**src/design/quadratic_root_solver_defines.svh**
```systemverilog
// Assertion macros used by the solver module.
`ifndef QUADRATIC_ROOT_SOLVER_DEFINES_SVH
`define QUADRATIC_ROOT_SOLVER_DEFINES_SVH

// Assert that a condition implies a consequence in the same cycle.
`define QRS_ASSERT_IMP(label, clk, rst_n, cond, cons, msg) \
	label: assert property (@(posedge clk) disable iff (!rst_n) (cond) |-> (cons)) \
		else $error(msg);

// Assert that a condition implies a consequence in the next cycle.
`define QRS_ASSERT_NEXT(label, clk, rst_n, cond, cons, msg) \
	label: assert property (@(posedge clk) disable iff (!rst_n) (cond) |=> (cons)) \
		else $error(msg);

`endif

```
**src/design/qrs_pkg.sv**
```systemverilog
package qrs_pkg;

	typedef enum logic [2:0] {
		ST_INFINITE = 3'd0,
		ST_NONE     = 3'd1,
		ST_NOREAL   = 3'd2,
		ST_LINEAR   = 3'd3,
		ST_DOUBLE   = 3'd4,
		ST_TWO      = 3'd5
	} status_t;

	typedef struct packed {
		logic signed [15:0] coef_a;
		logic signed [15:0] coef_b;
		logic signed [15:0] coef_c;
	} coef_t;

	typedef struct packed {
		logic [2:0]         solve_status;
		logic signed [31:0] root_first;
		logic signed [31:0] root_second;
		logic               root_saturated;
	} result_t;

	// Radicand Dn * 2^30 fits in 64 bits; root is 32 bits.
	localparam int RadW   = 64;
	localparam int RootW  = 32;
	// Dividends reach 2^32 magnitude; divisor magnitude at most 2^15.
	localparam int NumW   = 34;
	localparam int DenW   = 16;
	localparam int QuoW   = 34;

	// Item context carried alongside the arithmetic chains.
	typedef struct packed {
		logic [2:0]            status;
		logic                  neg1;
		logic                  neg2;
		logic [NumW-1:0]       num1;
		logic [NumW-1:0]       num2;
		logic [DenW-1:0]       den;
		logic signed [33:0]    base;
		logic                  a_neg;
	} ctx_t;

	// Clip a signed quotient to the Q16.16 range.
	function automatic logic [32:0] clip32(input logic signed [QuoW:0] v);
		logic [32:0] r;
		if (v > 35'sd2147483647) begin
			r = {1'b1, 32'h7FFF_FFFF};
		end else if (v < -35'sd2147483648) begin
			r = {1'b1, 32'h8000_0000};
		end else begin
			r = {1'b0, v[31:0]};
		end
		return r;
	endfunction

endpackage

```
**src/design/qrs_div_cell.sv**
```systemverilog
// One restoring-division step for both root quotients.
module qrs_div_cell (
	input  logic                     clk,
	input  logic                     arst_n,
	input  logic                     vld_in,
	input  logic [qrs_pkg::NumW-1:0] rem1_in,
	input  logic [qrs_pkg::NumW-1:0] rem2_in,
	input  logic [qrs_pkg::QuoW-1:0] q1_in,
	input  logic [qrs_pkg::QuoW-1:0] q2_in,
	input  qrs_pkg::ctx_t            ctx_in,
	output logic                     vld_out,
	output logic [qrs_pkg::NumW-1:0] rem1_out,
	output logic [qrs_pkg::NumW-1:0] rem2_out,
	output logic [qrs_pkg::QuoW-1:0] q1_out,
	output logic [qrs_pkg::QuoW-1:0] q2_out,
	output qrs_pkg::ctx_t            ctx_out
);
	import qrs_pkg::*;

	logic [NumW:0] r1, r2, den_x;
	logic          t1, t2;
	ctx_t          ctx_nx;

	// Shift in the next dividend bit and subtract the divisor when it fits.
	always_comb begin
		den_x = {{(NumW+1-DenW){1'b0}}, ctx_in.den};
		r1 = {rem1_in, ctx_in.num1[NumW-1]};
		r2 = {rem2_in, ctx_in.num2[NumW-1]};
		t1 = (r1 >= den_x);
		t2 = (r2 >= den_x);
		ctx_nx      = ctx_in;
		ctx_nx.num1 = {ctx_in.num1[NumW-2:0], 1'b0};
		ctx_nx.num2 = {ctx_in.num2[NumW-2:0], 1'b0};
	end

	always_ff @(posedge clk or negedge arst_n) begin
		if (!arst_n) begin
			vld_out <= 1'b0;
		end else begin
			vld_out <= vld_in;
		end
	end

	always_ff @(posedge clk) begin
		rem1_out <= t1 ? NumW'(r1 - den_x) : r1[NumW-1:0];
		rem2_out <= t2 ? NumW'(r2 - den_x) : r2[NumW-1:0];
		q1_out   <= {q1_in[QuoW-2:0], t1};
		q2_out   <= {q2_in[QuoW-2:0], t2};
		ctx_out  <= ctx_nx;
	end
endmodule

```
**config.mk**
```make
export PLATFORM = sky130hd
export DESIGN_NAME = qrs_div_cell
export DESIGN_NICKNAME = d
export VERILOG_FILES = /design/src/design/quadratic_root_solver_defines.svh /design/src/design/qrs_pkg.sv /design/src/design/qrs_div_cell.sv
export SDC_FILE = /design/constraint.sdc
export NUM_CORES = 1
export LEC_CHECK = 0
export BUFFER_PORTS_ARGS = -buffer_cell sky130_fd_sc_hd__clkbuf_2
export CAP_MARGIN = 5
export CORE_AREA = 10 10 198 200
export CTS_CLUSTER_DIAMETER = 60
export DETAILED_ROUTE_END_ITERATION = 8
export DIE_AREA = 0 0 208 210
export PLACE_DENSITY = 0.56
export SLEW_MARGIN = 25
export SYNTH_ARGS = -nofsm -noshare
export SYNTH_HDL_FRONTEND = slang
export SYNTH_SLANG_ARGS = --single-unit
```
**constraint.sdc**
```tcl
create_clock -name clk -period 0.8 [get_ports clk]
set_input_delay 0.04 -clock clk [delete_from_list [all_inputs] [get_ports clk]]
set_output_delay 0.04 -clock clk [all_outputs]
set_load 0.01 [all_outputs]
```
# Word-level counts from Yosys, hierarchy flattened
# Index checks and enable logic that the tools add are counted.
[totals]
regBits = 259
latchBits = 0
mem_bits_rw = 0
romBits = 0
inputBits = 263
out_inout_bits = 261
word_cells = 19
mem_count = 0
[op_classes]
add_sub_neg = 2
mul = 0
n_div = 0
magnitude_cmp = 2
eq_ne = 0
n_shift = 0
muxes = 2
bitwise_logic = 0
n_reduce_logical = 0
[ops]
columns = ["cell", "count"]
rows = [
  ["$ge A35 B16 Y1", 2],
  ["$mux W34", 2],
  ["$sub A34 B16 Y34", 2],
]

# Depth between registers and ports, before layout
[depth]
depth_word = 2
ltp_mapped = 12
depth_no_buf = 11

# Worst setup path after synthesis
# OpenSTA, ideal clock, no wires.
[synth_timing]
path_type = "input port to flip-flop"
from = "in ctx_in[118] (netlist name)"
to = "reg rem1_out[24] (netlist name)"
setup_ns = 0.134
t_arrival_ns = 2.290
required_ns = 0.666
setup_slack_ns = -1.624
path_stages = 11
cell_sequence = "inv_1 -> ha_1 -> inv_1 -> fa_1 -> a211oi_1 -> o211ai_1 -> and3_1 -> o41a_1 -> and3_1 -> nor4_1 -> xor2_1"
[synth_between]
elab_chain_len = 2
elab_cells_between_ends = 3
[synth_rtl]
columns = ["element", "line", "rtl"]
rows = [
  ["start, declared", "qrs_div_cell.sv:10", "input qrs_pkg::ctx_t ctx_in,"],
  ["$sub A34 B16 Y34 / $ge A35 B16 Y1 (equally long branches)", "qrs_div_cell.sv:45, qrs_div_cell.sv:29", ""],
  ["$mux W34 *", "qrs_div_cell.sv:45", "rem1_out <= t1 ? NumW'(r1 - den_x) : r1[NumW-1:0];"],
  ["end signal, assigned", "qrs_div_cell.sv:45", ""],
  ["end, declared", "qrs_div_cell.sv:12", "output logic [qrs_pkg::NumW-1:0] rem1_out,"],
]
# Mark *: on every way between the ends. The rest lies on a longest branch, timed or not.

# Final worst setup path
# Same ends and word-level chain as after synthesis.

==> flow_summary.ini <==
[setup_path]
cp.required_ps = 1260
critical_path_arrival_ps = 2310
endpoint_kind = register
crit_family = compound AO/OA/AOI/OAI gates
startpoint_type = primary input
startpoint = ctx_in[118]
cp_slowest_cell = o41a_1
criticalPathCategory = primary input to register
cp_cell_sequence = clkbuf_16, inv_12, ha_4, inv_2, fa_2, a211oi_2, o211ai_1, and3_1, o41a_1, and3_4, nor4_4, xor2_1
max_stage_delay_ps = 360
critPathMaxFanout = 3
path_buf_inv = 3

[finish]
multi_input_area_sq_mm = 0.003771
syn_to_final_growth_pct = 137.8
final_common_cell = dlygate4sd3_1
finalNetCount = 1983
mostFrequentLayoutCells = dlygate4sd3_1 (254), clkbuf_2 (253), dfxtp_2 (191)
final_util_pct = 54.96
fin_area_sq_mm = 0.01936
drive_above_1_share_pct = 66.28
regArea_sq_mm = 0.005433
nFillCells = 2824

[pwr]
power_switching_uw = 10040
switching_share_pct = 26.44
ir_drop_mv = 1.725
combPwrFrac_pct = 21.9
p_clk_share_pct = 39.6
internal_power_uw = 27930
p_leak_uw = 0.008846
power_uw = 37970
share_seq_of_total_power_pct = 38.5
powerDensity_mw_per_mm2 = 1962

[floorplan]
die_width_um = 208
rows = 69
io_pins = 524
start_util_pct = 23.11
dieHeight_um = 210
core_area_sq_mm = 0.03522
die-area_sq_mm = 0.04368

[logic_synthesis]
synth_cells = 697
dominantRegCellSynth = dfxtp_1
seq_area_frac_synth_pct = 63.77
ys_ff_latch = 259
ys_warn_count = 0
synthArstFlopShare_pct = 0.3861
synth.avg_cell_area_sq_um = 11.68
synthXorXnorAreaFrac_pct = 6.134
synthMuxAreaShare_pct = 1.706
synth_top_family_by_area = simple AND/OR/NAND/NOR gates
synth-compound-area-share_pct = 9.285
synth-edff-count = 0
synthAdderAreaFrac_pct = 5.411
synth.distinct_cells = 59
yosys.area_share.simple_pct = 11.25
syn_area_sq_mm = 0.008139

[timing]
period_share_pct = 231.8
rsz0062_at_grt = true
drv_slew = 0
fmax_mhz = 539.2
setup_viol = 329
holdWs_ps = -179.2
fin_crit_ps = 1855
hold_viol_final = 6
finalSetupTns_ps = -110200
postLayoutSetupSlackWorst_ps = -1055

[clock_tree]
cts_sinks = 259
cts.reportedPaths.clkPinSlew_ps = 60
clock_path_buffers = 3
cts_tree = yes
h-tree-depth = 2
cts_buffers = 34
clock-root-buffer = clkbuf_16

[global_routing]
grt_pass1_wl_mm = 64.04
grt_max_degree = 20
track_usage_pct = 18.92
grt_pass1_vias = 10181
grt_overflow = 0
antenna_found_initial = 13

[routing]
via_per_inst = 4.292
via_count = 9343
antenna_left = 0
dr.first_iter.drc_count = 302
first_pass_iters = 4
drc_errors = 0
drt_wl_total_mm = 46.49
wl_per_cell_um = 21.36

[min_path]
hp-start = ctx_in[118]
hp-class = primary input to register

[outcome]
violations = negative hold slack, negative setup slack
status = finished with violations

[placed_design]
dpl.hpwl_mm = 30.84
gp_congestion = 0.8585
placed_cell_area_sq_mm = 0.01275
numPortBuffers = 519

[job]
cap_violations = 0
==> power by group through the flow <==
stage	sequential, uW	clock (uW)	combinational [uW]
final	14600	15000	8320
after global routing	14700	16100	8840
after CTS	14300	15400	7230
after detailed placement	14500	0	5460
after global placement	14500	0	5430
after floorplan	14900	0	1760
==> area by class of cell <==
type                            instances  area share (%)
Antenna cell                            8          0.1034
Clock buffer                           42           4.971
Clock inverter                         16          0.8274
Inverter                               27          0.6787
Multi-Input combinational cell        396           19.48
Sequential cell                       259           28.07
Tap cell                              461           2.980
Timing Repair Buffer                  968           42.89
==> synthesized netlist by cell type, types with 2 or more instances <==
library cell / number / area (sq um)
nand4b_1: 3 / 26.28
a31oi_1: 2 / 12.51
or4_4: 2 / 22.52
nand4_1: 11 / 68.82
nand3b_1: 4 / 30.03
o22ai_1: 2 / 12.51
a211oi_1: 9 / 67.56
nor2b_1: 6 / 37.54
buf_4: 2 / 15.01
or2_2: 4 / 25.02
mux2_2: 7 / 78.83
nor2_1: 45 / 168.9
o21ai_0: 18 / 90.09
nand2b_1: 2 / 12.51
a21oi_1: 47 / 235.2
xor2_1: 20 / 175.2
inv_1: 27 / 101.4
xnor2_1: 37 / 324.1
clkbuf_1: 8 / 30.03
and3_1: 7 / 43.79
dfxtp_1: 258 / 5165
nand2_1: 21 / 78.83
a21o_1: 13 / 97.59
o211ai_1: 2 / 15.01
nor3_1: 19 / 95.09
or4_1: 6 / 45.04
ha_1: 32 / 400.4
o311ai_0: 2 / 17.52
mux2_4: 4 / 60.06
nand3_1: 22 / 110.1
o21a_1: 3 / 22.52
and2_1: 2 / 12.51
buf_6: 3 / 33.78
or3_1: 7 / 43.79
o21bai_1: 3 / 22.52
nor4_1: 9 / 56.30
fa_1: 2 / 40.04
o31ai_1: 3 / 22.52
buf_2: 3 / 15.01
==> final timing paths <==
| path | slack (ps) | depth (start not counted) | to |
|---|---|---|---|
| setup / recovery | -1050 | 12 | rem1_out[24] |
| hold / removal | -180 | 3 | rem1_out[0] |
| max in group asynchronous | 260 | 3 | vld_out |
| min in group asynchronous | 430 | 3 | vld_out |
==> worst min-delay path: cells and delay by family <==
family                 cells  cell delay (ps)
buffers and inverters      1              120
AO/OA/AOI/OAI              1              100
AND/OR/NAND/NOR            1               40
==> through the flow <==
| step | worst slack (ps) | instances |
|---|---|---|
| 2_1_floorplan | -1286 | 698 |
| 3_3_place_gp | -1630 | 1823 |
| 3_5_place_dp | -1635 | 1823 |
| 4_1_cts | -973.1 | 2158 |
| 5_1_grt | -1083 | 2174 |
| 6_report | -1055 | 2177 |
==> registers in the layout, summed over array words and instances (netlist names) <==
name and flops:
q1_out 34, q2_out 34, rem1_out 34, rem2_out 34, ctx_out 122, vld_out 1
==> per-layer routing <==
| metal | global-route usage [%] | wire, um |
|---|---|---|
| met5 | 0 | 55 |
| met4 | 5.847 | 1756 |
| met3 | 6.697 | 3490 |
| met2 | 37.05 | 25760 |
| met1 | 17.97 | 15430 |
==> timing repair <==
action / in CTS / in global routing
resized for setup: 240 / 646
setup buffers: 20 / 10
setup endpoints to repair: 329 / 329
hold endpoints to repair: 257 / 8
gates cloned: 4 / 3
pin swaps: 36 / 36
hold buffers: 253 / 2
==> kinds of logic (layout without fill, tap and decap cells) <==
logic type               Yosys count  in the layout
other                              1             10
AND/OR/NAND/NOR                  173            173
adder cells (fa/ha/maj)           34             34
XOR/XNOR                          57             57
buffers and inverters             43           1053
flip-flops                       259            259
multiplexers                      11             11
AO/OA/AOI/OAI                    119            119
No activity file was read; power rests on OpenSTA's default activity.
