File: config.mk
export PLATFORM = sky130hd
export DESIGN_NAME = qrs_sqrt_cell
export DESIGN_NICKNAME = d
export VERILOG_FILES = /design/src/design/quadratic_root_solver_defines.svh /design/src/design/qrs_pkg.sv /design/src/design/qrs_sqrt_cell.sv
export SDC_FILE = /design/constraint.sdc
export NUM_CORES = 1
export LEC_CHECK = 0
export ABC_AREA = 0
export BUFFER_PORTS_ARGS = -buffer_cell sky130_fd_sc_hd__buf_2
export CORE_AREA = 2 2 223 225
export CTS_CLUSTER_DIAMETER = 200
export DETAILED_ROUTE_END_ITERATION = 7
export DIE_AREA = 0 0 225 227
export PLACE_DENSITY_LB_ADDON = 0.12
export SYNTH_ARGS = -nofsm -noshare
export SYNTH_HDL_FRONTEND = slang
export SYNTH_SLANG_ARGS = --single-unit
File: constraint.sdc
create_clock -name clk -period 1 [get_ports clk]
set_input_delay 0.2 -clock clk [delete_from_list [all_inputs] [get_ports clk]]
set_output_delay 0.2 -clock clk [all_outputs]
set_load 0.02 [all_outputs]
File: src/design/quadratic_root_solver_defines.svh
// Assertion macros used by the solver module.
`ifndef QUADRATIC_ROOT_SOLVER_DEFINES_SVH
`define QUADRATIC_ROOT_SOLVER_DEFINES_SVH

// Assert that a condition implies a consequence in the same cycle.
`define QRS_ASSERT_IMP(label, clk, rst_n, cond, cons, msg) \
	label: assert property (@(posedge clk) disable iff (!rst_n) (cond) |-> (cons)) \
		else $error(msg);

// Assert that a condition implies a consequence in the next cycle.
`define QRS_ASSERT_NEXT(label, clk, rst_n, cond, cons, msg) \
	label: assert property (@(posedge clk) disable iff (!rst_n) (cond) |=> (cons)) \
		else $error(msg);

`endif

File: src/design/qrs_pkg.sv
package qrs_pkg;

	typedef enum logic [2:0] {
		ST_INFINITE = 3'd0,
		ST_NONE     = 3'd1,
		ST_NOREAL   = 3'd2,
		ST_LINEAR   = 3'd3,
		ST_DOUBLE   = 3'd4,
		ST_TWO      = 3'd5
	} status_t;

	typedef struct packed {
		logic signed [15:0] coef_a;
		logic signed [15:0] coef_b;
		logic signed [15:0] coef_c;
	} coef_t;

	typedef struct packed {
		logic [2:0]         solve_status;
		logic signed [31:0] root_first;
		logic signed [31:0] root_second;
		logic               root_saturated;
	} result_t;

	// Radicand Dn * 2^30 fits in 64 bits; root is 32 bits.
	localparam int RadW   = 64;
	localparam int RootW  = 32;
	// Dividends reach 2^32 magnitude; divisor magnitude at most 2^15.
	localparam int NumW   = 34;
	localparam int DenW   = 16;
	localparam int QuoW   = 34;

	// Item context carried alongside the arithmetic chains.
	typedef struct packed {
		logic [2:0]            status;
		logic                  neg1;
		logic                  neg2;
		logic [NumW-1:0]       num1;
		logic [NumW-1:0]       num2;
		logic [DenW-1:0]       den;
		logic signed [33:0]    base;
		logic                  a_neg;
	} ctx_t;

	// Clip a signed quotient to the Q16.16 range.
	function automatic logic [32:0] clip32(input logic signed [QuoW:0] v);
		logic [32:0] r;
		if (v > 35'sd2147483647) begin
			r = {1'b1, 32'h7FFF_FFFF};
		end else if (v < -35'sd2147483648) begin
			r = {1'b1, 32'h8000_0000};
		end else begin
			r = {1'b0, v[31:0]};
		end
		return r;
	endfunction

endpackage

File: src/design/qrs_sqrt_cell.sv
// One step of the digit-by-digit square root: two radicand bits per cell.
module qrs_sqrt_cell (
	input  logic                     clk,
	input  logic                     arst_n,
	input  logic                     vld_in,
	input  logic [qrs_pkg::RadW-1:0] rem_in,
	input  logic [qrs_pkg::RadW-1:0] rad_in,
	input  logic [qrs_pkg::RootW-1:0] root_in,
	input  qrs_pkg::ctx_t            ctx_in,
	output logic                     vld_out,
	output logic [qrs_pkg::RadW-1:0] rem_out,
	output logic [qrs_pkg::RadW-1:0] rad_out,
	output logic [qrs_pkg::RootW-1:0] root_out,
	output qrs_pkg::ctx_t            ctx_out
);
	import qrs_pkg::*;

	logic [RadW+1:0] trial;
	logic [RadW+1:0] rem_sh;
	logic            take;

	// Bring down two radicand bits and try root*4+1.
	always_comb begin
		rem_sh = {rem_in, rad_in[RadW-1 -: 2]};
		trial  = (RadW+2)'({root_in, 2'b01});
		take   = (rem_sh >= trial);
	end

	always_ff @(posedge clk or negedge arst_n) begin
		if (!arst_n) begin
			vld_out <= 1'b0;
		end else begin
			vld_out <= vld_in;
		end
	end

	always_ff @(posedge clk) begin
		rem_out  <= take ? RadW'(rem_sh - trial) : rem_sh[RadW-1:0];
		rad_out  <= {rad_in[RadW-3:0], 2'b00};
		root_out <= {root_in[RootW-2:0], take};
		ctx_out  <= ctx_in;
	end
endmodule

# [Yosys cells after proc, flatten, opt, wreduce, memory -nomap -nowiden]
# Cells that the tools add are included.
[word_totals] ff_bits=283
[classes] n_addsub=1 order_cmp=1 muxes=1
[op_table] op="greater-or-equal comparator 66 x 34 -> 1 bit" n=1
[op_table] op="two-way mux 64 bit" n=1
[op_table] op="subtractor 64 x 34 -> 64 bit" n=1

# [Depth between registers and ports, before layout]
# Gate-level depths: netlist of run 1.
[depth] ltp_word=2 depth_mapped=13

# [Worst setup path after synthesis of run 1]
# Ideal clock, no wire load.
[synth_path] kind="input-to-reg" from="in root_in[13] (netlist name)" to="reg rem_out[50] (netlist name)" setup_time_ps=128 arrival_time_ps=2385 t_required_ps=872 path_slack_ps=-1513 path_stages=11 path_buffers=2 cell_sequence="inv_1 -> ha_1 -> buf_2 -> and4_1 -> nand3_1 -> or2_2 -> o211ai_1 -> a41o_1 -> clkbuf_1 -> nor3_1 -> xor2_1"
[synth_via] elab_chain_cells=2
[synth_lines] element="from (decl)" line="qrs_sqrt_cell.sv:8" source="input logic [qrs_pkg::RootW-1:0] root_in,"
[synth_lines] element="subtractor 64 x 34 -> 64 bit or greater-or-equal comparator 66 x 34 -> 1 bit (tied branches)" line="qrs_sqrt_cell.sv:38, qrs_sqrt_cell.sv:26"
[synth_lines] element="two-way mux 64 bit (*)" line="qrs_sqrt_cell.sv:38" source="rem_out <= take ? RadW'(rem_sh - trial) : rem_sh[RadW-1:0];"
[synth_lines] element="to (signal assigned)" line="qrs_sqrt_cell.sv:38"
[synth_lines] element="to (decl)" line="qrs_sqrt_cell.sv:11" source="output logic [qrs_pkg::RadW-1:0] rem_out,"
# Every way passes the cells marked *; elsewhere a longest branch is shown, timed or not.

# [Final worst setup path of run 1]
[layout_path] from="in root_in[6] (netlist name)" to="reg rem_out[55] (netlist name)"
# The elaborated chain is that of the path after synthesis.

==> results of run 1 <==
[stage by stage]
stage,instances,power [uW]
after global routing,2535,34520
final,2536,33020
after floorplan,793,15160
after detailed placement,2157,18040
after CTS,2525,33270
after global placement,2157,18090
[worst max-delay path: stages]
cell	delay, ns
sky130_fd_sc_hd__buf_8	0.08
sky130_fd_sc_hd__inv_4	0.03
sky130_fd_sc_hd__ha_4	0.26
sky130_fd_sc_hd__nand4_1	0.13
sky130_fd_sc_hd__buf_4	0.18
sky130_fd_sc_hd__nor4_4	0.24
sky130_fd_sc_hd__nand4_1	0.17
sky130_fd_sc_hd__o211ai_4	0.25
sky130_fd_sc_hd__or2_4	0.21
sky130_fd_sc_hd__o211ai_4	0.10
sky130_fd_sc_hd__buf_12	0.15
sky130_fd_sc_hd__nor4_4	0.27
sky130_fd_sc_hd__xor2_1	0.20
[sequential cells by signal, indices dropped and copies added (netlist names)]
signal and cells:
rad_out 62, root_out 32, ctx_out 124, rem_out 64, vld_out 1
[Yosys cell counts (6+ instances only)]
cell	n
sky130_fd_sc_hd__o211ai_1	7
sky130_fd_sc_hd__o21ai_0	31
sky130_fd_sc_hd__nand2_1	44
sky130_fd_sc_hd__nand4_1	9
sky130_fd_sc_hd__o21a_1	7
sky130_fd_sc_hd__clkbuf_1	8
sky130_fd_sc_hd__nor4_1	14
sky130_fd_sc_hd__xor2_1	38
sky130_fd_sc_hd__dfxtp_1	282
sky130_fd_sc_hd__or2_2	6
sky130_fd_sc_hd__or3_1	16
sky130_fd_sc_hd__nand3_1	6
sky130_fd_sc_hd__nor2_1	53
sky130_fd_sc_hd__ha_1	34
sky130_fd_sc_hd__nor3_1	17
sky130_fd_sc_hd__buf_6	7
sky130_fd_sc_hd__o21bai_1	6
sky130_fd_sc_hd__xnor2_1	22
sky130_fd_sc_hd__a21o_1	11
sky130_fd_sc_hd__a21oi_1	66
sky130_fd_sc_hd__inv_1	40
[how the worst max path moves through the flow]
| stage | startpoint | end | slack (ns) | cells past startpoint |
|---|---|---|---|---|
| global placement | root_in[1] | rem_out[55]$_DFF_P_ | -1.83 | 13 |
| floorplan | rem_in[40] | rem_out[41]$_DFF_P_ | -1.30 | 9 |
| global route | root_in[6] | rem_out[55]$_DFF_P_ | -1.19 | 13 |
| CTS | root_in[5] | rem_out[55]$_DFF_P_ | -1.02 | 13 |
| finish | root_in[6] | rem_out[55]$_DFF_P_ | -1.05 | 13 |
| detailed placement | root_in[1] | rem_out[55]$_DFF_P_ | -1.87 | 13 |
[layer usage]
layer,vias to the layer above,routed length (um),share of wire [%],global-route usage [%]
met1,4695,16300,36,17.13
met4,2,1331,3.0,6.580
met2,330,24340,54,31.67
met3,73,2819,6.3,4.014
li1,4914,-,-,-
met5,-,13,0.029,0
[area by class of cell]
| type | instances | area (um^2) | share of cell area (%) |
|---|---|---|---|
| timing repair buffer | 1075 | 9529 | 43.94 |
| sequential | 283 | 6025 | 27.78 |
| multi-input combinational | 450 | 4045 | 18.65 |
| clock buffer | 51 | 1006 | 4.639 |
| tap | 622 | 778.2 | 3.589 |
| inverter | 41 | 191.4 | 0.8828 |
| clock inverter | 10 | 101.3 | 0.4673 |
| antenna | 4 | 10.01 | 0.04616 |
[cell families (layout without fill, tap and decap cells)]
family / Yosys count / after routing / share of synthesized area (%)
buffers and inverters: 60 / 1177 / 3.244
adders and majority gates: 34 / 34 / 4.755
other: 1 / 6 / 0.04191
AOI/OAI and AO/OA: 154 / 154 / 10.73
and+or+nand+nor: 200 / 200 / 11.98
xor gates and xnor gates: 60 / 60 / 5.873
DFF: 283 / 283 / 63.38
[power groups by stage]
stage,logic [uW],registers [uW],clock network (uW)
final,7970,12700,12300
after global routing,8470,12800,13200
after CTS,7850,12700,12700
after detailed placement,5450,12600,0
after global placement,5500,12600,0
after floorplan,1460,13700,0
[repair_timing]
action                                  in CTS  in global routing
gates cloned                                 3                  2
endpoints found under the hold margin      280                  0
pin swaps                                   72                 57
endpoints found under the setup margin     348                348
setup buffers                               24                  6
gates resized for setup                   1019                 51
hold buffers                               281                  0
==> metrics.md, run 1 <==
| Metric | Value |
|---|---|
| Result of the run | finished with violations |
| Failing checks | negative setup slack |
| Post-synth design cell area | between 8000 and 9000 um^2 |
| Final standard cell utilization of the core | 44.67% |
| Placeable core region | between 40000 and 50000 um^2 |
| Hold slack | a little under 0.006 ns |
| Number of failing hold endpoints at the final stage | 0 |
| Number of buffers inserted during clock tree synthesis | 34 |
| Type of the tightest min-delay check | primary input to flop |
| Worst hold path depth | 4 |
| Element type at the critical path start | primary input |
| Site Rows | approximately 80 |
| Share of total power in combinational logic | 24.1% |
| Share of the synthesized area in the top cell type | between 60 and 70% |
| Switching power | 9036 uW |
| Die Ht | roughly 230 um |
| H-tree levels | 2 |
| Number of sinks driven by the clock tree | ~280 |
| Routed Wire Length | 44.80 mm |
| Final worst-path cycle share | 204.5% |
| Terminating pin of the worst hold path | rem_out[6]$_DFF_P_ |
| Sequential element share of the synthesized area | between 60% and 70% |
| Worst setup margin | -1.045 ns |
| Area after detailed placement | ~14000 um^2 |
| Flip-flop cell with the highest count after synthesis | sky130_fd_sc_hd__dfxtp_1 |
| Setup violations, final | between 300 and 400 |
| Horizontal die dimension | approximately 230 um |
| Most common cell after layout, fill and taps aside | sky130_fd_sc_hd__buf_6 |
| Arrival time at the worst endpoint | about 2.5 ns |
| Cell taking the most area after synthesis | sky130_fd_sc_hd__dfxtp_1 |
| DRC violations left | 0 |
| Total Routing Usage GR | 16.49% |
| Number of nets at the end of the flow | between 2k and 2.5k |
| Fraction of final layout cells with drive strength greater than 1 | 67.49% |
| Category of the critical setup timing path | primary input to flop |
| Total grt overflow | 0 |
| Wire length of the first global-routing pass | between 60 and 70 mm |
| Kind of capture point of the worst setup path | flop |
| Clk buf depth | 3 |
| Switching Fraction | a little over a quarter |
| Number of violations of the max-capacitance limit | 0 |
| Most frequent cells in the layout | sky130_fd_sc_hd__buf_6, sky130_fd_sc_hd__dlygate4sd3_1, sky130_fd_sc_hd__dfxtp_2, sky130_fd_sc_hd__buf_2, sky130_fd_sc_hd__buf_4 |
| Clock tree from TritonCTS | done |
| Number of filler cells placed in the layout | roughly 4.5k |
| Pwr per Cell Area | roughly 1500 nW/um^2 |
| Buffers added on ports | 569 |
| Total die area | ~51000 um^2 |
| Vias per inst | between 3 and 4 |
| Clock transition at the registers of the reported paths | about 0.060 ns |
| Final routed wire length divided by cell count | roughly 18 um |
| Asr flop ratio synth | 0.3534% |
| Post-synthesis to final-layout area growth | 142.4% |
| Number of warnings reported in the yosys synthesis log | 0 |
| Endpoint required time on the critical path | 1.45 ns |
| I/O pin count | approximately 570 |
| Initial antenna violation count | 5 |
| Crit-path max FO | 8 |
| Gp weighted congestion | 0.8107 |
| Setup TNS | -109.43 ns |
| Number of cells produced by synthesis | about 790 |
| Drt first pass iters | 4 |
| DRC marker count from the first detailed-route iteration | ~320 |
| Launch instance of the worst min-delay path | rem_in[4] |
| Via count of the first global-routing pass | between 10k and 15k |
| Effective utilization at floorplan | a little under a fifth |
| Post-synthesis cell type count | 56 |
| Pins over their slew limit | 0 |
| Design Area, Final | 21690 um^2 |
| Yosys reg bits | 283 |
| Cell types occupying the most area after synthesis | sky130_fd_sc_hd__dfxtp_1, sky130_fd_sc_hd__ha_1, sky130_fd_sc_hd__xor2_1, sky130_fd_sc_hd__a21oi_1, sky130_fd_sc_hd__nor2_1 |
| Internal power consumption | 23990 uW |
| Average cell area after synthesis | roughly 11 um^2 |
| Clock root cell | sky130_fd_sc_hd__clkbuf_16 |
| Pin count of the biggest net entering global routing | 22 |
| Setup repair after global routing missed its margin | yes |
| Share of total power in the clock network | between 30% and 40% |
| Achievable clock frequency | slightly below 500 MHz |
| Worst setup timing slack at the placement stage | -1.871 ns |
| Shortest period the worst path allows | 2.045 ns |
| Register share of total power | roughly two fifths |
| Post-synth EDFFs | 0 |
| Leakage power figure | slightly below 0.01 uW |
| Via count of the routed design | between 10k and 15k |
| Remaining antenna violation count after routing | 0 |
| HPWL after detailed placement | 31.83 mm |
| Peak supply drop | between 1000 and 1500 uV |
No activity file was read; power rests on OpenSTA's default activity.
==> inputs of run 2 (changes only) <==
- CELL_PAD_IN_SITES_DETAIL_PLACEMENT: not set -> 0
- CELL_PAD_IN_SITES_GLOBAL_PLACEMENT: not set -> 1
- CORE_AREA: 2 2 223 225 -> 2 2 222 224
- DIE_AREA: 0 0 225 227 -> 0 0 224 226
- clock period: 1 -> 2.16 ns (I/O delays scaled with it)
==> run 2 against run 1 <==
Against the previous run: the flow still finishes with violations (negative setup slack); cell area shrank 14%; sequential share of layout area grew 2.6 points; sequential power shrank 55%; combinational power shrank 61%; clock power shrank 51%; via count shrank 4.4%; count of clock-buffer cells in the layout is the same; final cell count shrank 2.8%; non-clock buffer count shrank 68; utilization shrank 6.0 points; die area shrank 0.88%.
==> metrics.md, run 2 (synthesized netlist as in run 1, its figures left out) <==
| Metric | Value |
|---|---|
| Result of the run | finished with violations |
| Area after detailed placement | about 14000 um^2 |
| Failing checks | negative setup slack |
| Clock tree from TritonCTS | done |
| Wire length of the first global-routing pass | 61.51 mm |
| Shortest period the worst path allows | 2.280 ns |
| DRC marker count from the first detailed-route iteration | roughly 170 |
| DRC violations left | 0 |
| Buffers added on ports | between 500 and 600 |
| Total grt overflow | 0 |
| Peak supply drop | ~560 uV |
| Number of cells in the design after placement | approximately 2.2k |
| Number of sinks driven by the clock tree | roughly 280 |
| Pwr Total | ~15000 uW |
| Final standard cell utilization of the core | roughly 39% |
| Top flop regs | ctx_out x124, rem_out x64, rad_out x62 |
| Total Routing Usage GR | 16.27% |
| Number of violations of the max-capacitance limit | 0 |
| Clock root cell | sky130_fd_sc_hd__clkbuf_16 |
| Initial antenna violation count | 3 |
| Final worst-path cycle share | 105.5% |
| I/O pin count | about 570 |
| Max FFs per register | around 120 |
| Register name with the most flops | ctx_out |
| Final routed wire length divided by cell count | approximately 18 um |
| Placeable core region | approximately 48000 um^2 |
| Horizontal die dimension | approximately 220 um |
| Setup repair after global routing missed its margin | yes |
| Via count of the routed design | between 9k and 10k |
| Most frequent cells in the layout | sky130_fd_sc_hd__buf_2, sky130_fd_sc_hd__dfxtp_1, sky130_fd_sc_hd__dlygate4sd3_1, sky130_fd_sc_hd__buf_4, sky130_fd_sc_hd__a21oi_1 |
| Gp weighted congestion | ~0.79 |
| Total die area | just over 50000 um^2 |
| GRT met2 Usage | a little under a third |
| Element type at the critical path start | primary input |
| Setup TNS | -2.746 ns |
| Drt first pass iters | 4 |
| Type of the tightest min-delay check | primary input to flop |
| Setup violations, final | between 50 and 60 |
| Site Rows | 81 |
| Number of nets at the end of the flow | 2139 |
| Most common cell after layout, fill and taps aside | sky130_fd_sc_hd__buf_2 |
| Category of the critical setup timing path | primary input to flop |
| Number of failing hold endpoints at the final stage | 0 |
| Via count of the first global-routing pass | 10.12k |
| Routed Wire Length | roughly 43 mm |
| Pins over their slew limit | 0 |
| Pin count of the biggest net entering global routing | 27 |
| Vias per inst | slightly below 4 |
| Fraction of final layout cells with drive strength greater than 1 | between 50% and 60% |
| Worst setup margin | -0.1195 ns |
| Number of buffers inserted during clock tree synthesis | 35 |
| HPWL after detailed placement | 33.67 mm |
| Clock transition at the registers of the reported paths | ~0.05 ns |
| Global Route met3 Usage | 3.929% |
| Design Area, Final | 18690 um^2 |
| Max_slew headroom | ~66% |
| Remaining antenna violation count after routing | 0 |
| Most heavily used metal layer in global routing | met2 |
| Met1 Use GR | approximately 17% |
| Crit-path max FO | 7 |
| Clk buf depth | 3 |
| Arrival time at the worst endpoint | 2.70 ns |
| H-tree levels | 2 |
| Endpoint required time on the critical path | about 2.6 ns |
| Final standard cell count with taps included and fillers excluded | between 2k and 2.5k |
| Leakage power figure | ~0.0087 uW |
| Post-synthesis to final-layout area growth | 108.9% |
| Kind of capture point of the worst setup path | flop |
| Transition time at the pin with the least slew margin | ~0.5 ns |
| Pwr per Cell Area | between 700 and 800 nW/um^2 |
| Die Ht | 226 um |
| Effective utilization at floorplan | between 10% and 20% |
| Achievable clock frequency | around 440 MHz |
## run 2: cell types whose count changed in the layout (fill, tap and decap cells not counted), sizes merged
cell | before | now
clkinvlp | 3 | 2
clkinv | 4 | 2
bufinv | 1 | 3
diode | 4 | 1
dlygate4sd3 | 281 | 218
buf | 791 | 788
clkbuf | 54 | 52
## run 2: final timing paths
path,from,to,cells after the start,slack (ns)
hold / removal,root_in[17],root_out[18]$_DFF_P_,1,0.02
min in group asynchronous,arst_n,vld_out$_DFF_PN0_,2,0.27
max in group asynchronous,arst_n,vld_out$_DFF_PN0_,2,1.80
setup / recovery,rem_in[40],rem_out[53]$_DFF_P_,13,-0.12
## run 2: per-layer routing
| metal | share of wire (%) | routed length [um] | vias up |
|---|---|---|---|
| met5 | 0.062 | 27 | - |
| met1 | 38 | 16590 | 4414 |
| met3 | 5.9 | 2540 | 82 |
| met2 | 52 | 22460 | 313 |
| li1 | - | - | 4765 |
| met4 | 3.7 | 1610 | 4 |
## run 2: per-stage QoR
| step | setup WS [ns] | hold slack, ns |
|---|---|---|
| finish | -0.1195 | 0.02398 |
| global route | -0.1933 | 0.00006611 |
| CTS | -0.05007 | -0.01433 |
| detailed placement | -1.026 | 0.2093 |
| global placement | -1.021 | 0.2102 |
| floorplan | -0.3672 | 0.1364 |
## run 2: worst max-delay path, stage by stage
cell	delay [ns]
sky130_fd_sc_hd__buf_8	0.10
sky130_fd_sc_hd__or3_4	0.40
sky130_fd_sc_hd__nor4_4	0.14
sky130_fd_sc_hd__buf_4	0.18
sky130_fd_sc_hd__and4b_4	0.27
sky130_fd_sc_hd__o211ai_4	0.09
sky130_fd_sc_hd__or2_4	0.28
sky130_fd_sc_hd__buf_6	0.13
sky130_fd_sc_hd__o211ai_4	0.18
sky130_fd_sc_hd__buf_12	0.17
sky130_fd_sc_hd__buf_4	0.13
sky130_fd_sc_hd__nor4_4	0.03
sky130_fd_sc_hd__xor2_1	0.16
## run 2: power by group
group | internal (uW) | switching, uW
logic | 1480 | 1620
clock network | 3660 | 2320
registers | 5620 | 102
## run 2: timing repair
item / in CTS / in global routing
buffers inserted: 10 / 12
setup endpoints to repair: 63 / 63
resized for setup: 113 / 63
hold buffers: 217 / 1
endpoints found under the hold margin: 218 / 1
pin swaps: 35 / 45
cloned: 1 / 1
## run 2: layout make-up
class / instances / area [um^2]
fill: 4845 / 29660
sequential: 283 / 5670
inverter: 41 / 163.9
multi-input combinational: 450 / 3941
clock inverter: 9 / 143.9
clock buffer: 51 / 1026
tap: 622 / 778.2
antenna: 1 / 2.502
timing repair buffer: 1007 / 6960
==> inputs of run 3 (changes only) <==
- ABC_AREA: 0 -> 1
- CORE_AREA: 2 2 222 224 -> 2 2 225 227
- DIE_AREA: 0 0 224 226 -> 0 0 227 229
- SLEW_MARGIN: not set -> 10
==> run 3 against run 2 <==
Against the previous run: the flow now finishes without violations; critical path type unchanged; highest routed layer is now met4; area after synthesis up 20%; first-iteration DRC count rose to 2.7 times the previous value; die area up 2.7%; critical endpoint is now rem_out[29]$_DFF_P_; sequential power about the same; setup slack better by 0.34 ns; utilization down 0.26 points; via count up 24%; cell area up 2.0%; non-clock buffer count down 29; count of clock-buffer cells in the layout down 5; combinational power about the same.
==> metrics.md, run 3 <==
| Metric | Value |
|---|---|
| Clock tree from TritonCTS | done |
| Most instantiated library cell after synthesis | sky130_fd_sc_hd__nand2_1 |
| Pin count of the biggest net entering global routing | 34 |
| Final worst-path cycle share | between 80% and 90% |
| Switching Fraction | around 28% |
| Pwr per Cell Area | roughly 770 nW/um^2 |
| Post-synthesis to final-layout area growth | 78.06% |
| Number of cells produced by synthesis | around 1.3k |
| Number of sinks driven by the clock tree | 283 |
| Peak supply drop | ~540 uV |
| Crit-path max FO | 3 |
| Register share of total power | between 30% and 40% |
| Launch instance of the worst min-delay path | rad_in[21] |
| Switching power | between 4000 and 5000 uW |
| Asr flop ratio synth | less than 1% |
| Post-synth design cell area | 10710 um^2 |
| Number of warnings reported in the yosys synthesis log | 0 |
| Kind of capture point of the worst setup path | flop |
| Share of total power in combinational logic | a little over a fifth |
| Most frequent cells in the layout | sky130_fd_sc_hd__buf_2, sky130_fd_sc_hd__nand2_1, sky130_fd_sc_hd__dfxtp_1, sky130_fd_sc_hd__inv_1, sky130_fd_sc_hd__dlygate4sd3_1 |
| Drt first pass iters | 5 |
| Total Routing Usage GR | 18.94% |
| Worst hold path depth | 1 |
| Yosys reg bits | approximately 280 |
| Post-synth EDFFs | 0 |
| Most instantiated cells after synthesis | sky130_fd_sc_hd__nand2_1, sky130_fd_sc_hd__dfxtp_1, sky130_fd_sc_hd__inv_1 |
| Number of violations of the max-capacitance limit | 0 |
| Number of buffers inserted during clock tree synthesis | 34 |
| Average cell area after synthesis | roughly 8.0 um^2 |
| Post-synthesis cell type count | 33 |
| Transition time at the pin with the least slew margin | between 0.5 and 0.6 ns |
| Number of failing hold endpoints at the final stage | 0 |
| Leakage power figure | between 0.009 and 0.01 uW |
| Final standard cell utilization of the core | 38.39% |
| Buffers added on ports | roughly 570 |
| Result of the run | finished, final reports clean |
| Element type at the critical path start | primary input |
| Number of filler cells placed in the layout | about 5.2k |
| Via count of the routed design | around 12k |
| Type of the tightest min-delay check | primary input to flop |
| Clk buf depth | 3 |
| Setup repair after global routing missed its margin | no |
| Endpoint required time on the critical path | approximately 2.6 ns |
| Final routed wire length divided by cell count | about 17 um |
| Horizontal die dimension | ~230 um |
| Clock transition at the registers of the reported paths | roughly 0.060 ns |
| DRC marker count from the first detailed-route iteration | approximately 470 |
| Met2 WL post-DR | 25.85 mm |
| Cell taking the most area after synthesis | sky130_fd_sc_hd__dfxtp_1 |
| Slowest stage cell, crit path | sky130_fd_sc_hd__ha_1 |
| Worst setup margin | between 0.2 and 0.25 ns |
| Highest routed metal layer | met4 |
| Cell type with the highest occurrence count on the critical path | sky130_fd_sc_hd__nand2_1 |
| Max FFs per register | 124 |
| Die Ht | ~230 um |
| Wire length of the first global-routing pass | 73.29 mm |
| Sequential element share of the synthesized area | between 50% and 60% |
| Top flop regs | ctx_out x124, rem_out x64, rad_out x62 |
| Internal power consumption | approximately 10000 uW |
| Number of nets at the end of the flow | between 2k and 3k |
| Total die area | roughly 52000 um^2 |
| Peak per-stage delay on the critical path | roughly 0.34 ns |
| Worst setup timing slack at the placement stage | -0.3524 ns |
| Most common cell after layout, fill and taps aside | sky130_fd_sc_hd__buf_2 |
| Remaining antenna violation count after routing | 0 |
| Placeable core region | 49660 um^2 |
| Setup violations, final | 0 |
| H-tree levels | 2 |
| I/O pin count | 572 |
| Shortest period the worst path allows | ~1.9 ns |
| Clock root cell | sky130_fd_sc_hd__clkbuf_16 |
| Register name with the most flops | ctx_out |
| HPWL after detailed placement | between 40 and 50 mm |
| Effective utilization at floorplan | between 20% and 30% |
| Hold slack | ~0.026 ns |
| DRC violations left | 0 |
| Pins over their slew limit | 0 |
| Setup TNS | 0 ns |
| Routed wl met3 | around 3 mm |
| Cell types occupying the most area after synthesis | sky130_fd_sc_hd__dfxtp_1, sky130_fd_sc_hd__nand2_1, sky130_fd_sc_hd__inv_1, sky130_fd_sc_hd__nor2_1, sky130_fd_sc_hd__ha_1 |
| Fraction of final layout cells with drive strength greater than 1 | about 38% |
| Category of the critical setup timing path | primary input to flop |
| Flip-flop cell with the highest count after synthesis | sky130_fd_sc_hd__dfxtp_1 |
| Terminating pin of the worst hold path | rad_out[23]$_DFF_P_ |
| Area of the multi-input gates | 4076 um^2 |
| Vias per inst | between 3 and 4 |
| Gp weighted congestion | approximately 0.87 |
| WL met1 | 20.18 mm |
| Series of cell instances along the critical path | buf_2, inv_1, ha_1, buf_4, nand2_1, nor2_1, inv_1, buf_4, nor2_1, inv_1, nor2_1, nand2_1, nand2_1, buf_4, nand2_1, nand2_1, o21ai_2 |
| Arrival time at the worst endpoint | approximately 2.4 ns |
| Max_slew headroom | 61.45% |
| Achievable clock frequency | ~520 MHz |
| Initial antenna violation count | 3 |
| Share of the synthesized area in the top cell type | a little over half |
| Storage cell area | around 5700 um^2 |
| Site Rows | just over 80 |
| Via count of the first global-routing pass | approximately 13k |
| Total grt overflow | 0 |
| Share of total power in the clock network | 40.0% |
| Routed Wire Length | 50.48 mm |
-- run 3: final cells by class --
type                       instances  area share [%]
antenna                            2         0.02625
clock buffer                      46           5.283
clock inverter                    13          0.7351
inverter                         223           4.397
multi-input combinational        824           21.38
sequential                       283           29.74
tap                              672           4.410
timing repair buffer             978           34.02
-- run 3: power by group through the flow --
| stage | logic [uW] | registers, uW | clock network (uW) |
|---|---|---|---|
| floorplan | 808 | 6340 | 0 |
| global placement | 2810 | 5820 | 0 |
| detailed placement | 2800 | 5820 | 0 |
| CTS | 3140 | 5710 | 6050 |
| global route | 3370 | 5740 | 6260 |
| finish | 3100 | 5710 | 5870 |
-- run 3: worst max-delay path by stage --
stage	from	end	cells past startpoint
after floorplan	root_in[25]	rem_out[28]$_DFF_P_	15
after global placement	root_in[24]	rem_out[9]$_DFF_P_	15
after detailed placement	root_in[24]	rem_out[7]$_DFF_P_	15
after CTS	root_in[24]	rem_out[7]$_DFF_P_	15
after global routing	root_in[30]	rem_out[11]$_DFF_P_	15
final	root_in[19]	rem_out[29]$_DFF_P_	17
-- run 3: metrics by stage --
| stage | std cells | instance area (um^2) | total power (uW) |
|---|---|---|---|
| 4_1_cts | 3039 | 19050 | 14900 |
| 5_1_grt | 3041 | 19060 | 15370 |
| 2_1_floorplan | 1343 | 10710 | 7143 |
| 6_report | 3041 | 19060 | 14680 |
| 3_3_place_gp | 2768 | 15790 | 8633 |
| 3_5_place_dp | 2768 | 15790 | 8622 |
-- run 3: layer usage --
| layer | up-vias | global-route usage [%] |
|---|---|---|
| met2 | 371 | 35.44 |
| met5 | - | 0 |
| met4 | 0 | 6.475 |
| li1 | 6074 | - |
| met1 | 5354 | 20.97 |
| met3 | 65 | 3.900 |
-- run 3: timing repair --
item / 4_1_cts / 5_1_grt
endpoints found under the setup margin: 0 / 25
endpoints found under the hold margin: 212 / 0
gates resized for setup: 0 / 2
setup buffers: 0 / 0
hold buffers: 212 / 0
-- run 3: logic make-up (layout without fill, tap and decap cells) --
group	count (synthesis)	count (layout)	share of synthesized area, %
simple gates	662	662	25.37
flops	283	283	52.96
buf+inv	236	1260	9.045
compound gates	96	96	6.159
fa+ha+maj	34	34	3.973
xor+xnor	30	30	2.454
other cells	1	4	0.03503
-- run 3: critical path, delay by kind of cell --
family / cells / cell delay (ns)
and+or+nand+nor: 8 / 0.79
buffers and inverters: 7 / 0.76
AOI/OAI and AO/OA: 1 / 0.05
adders and majority gates: 1 / 0.34
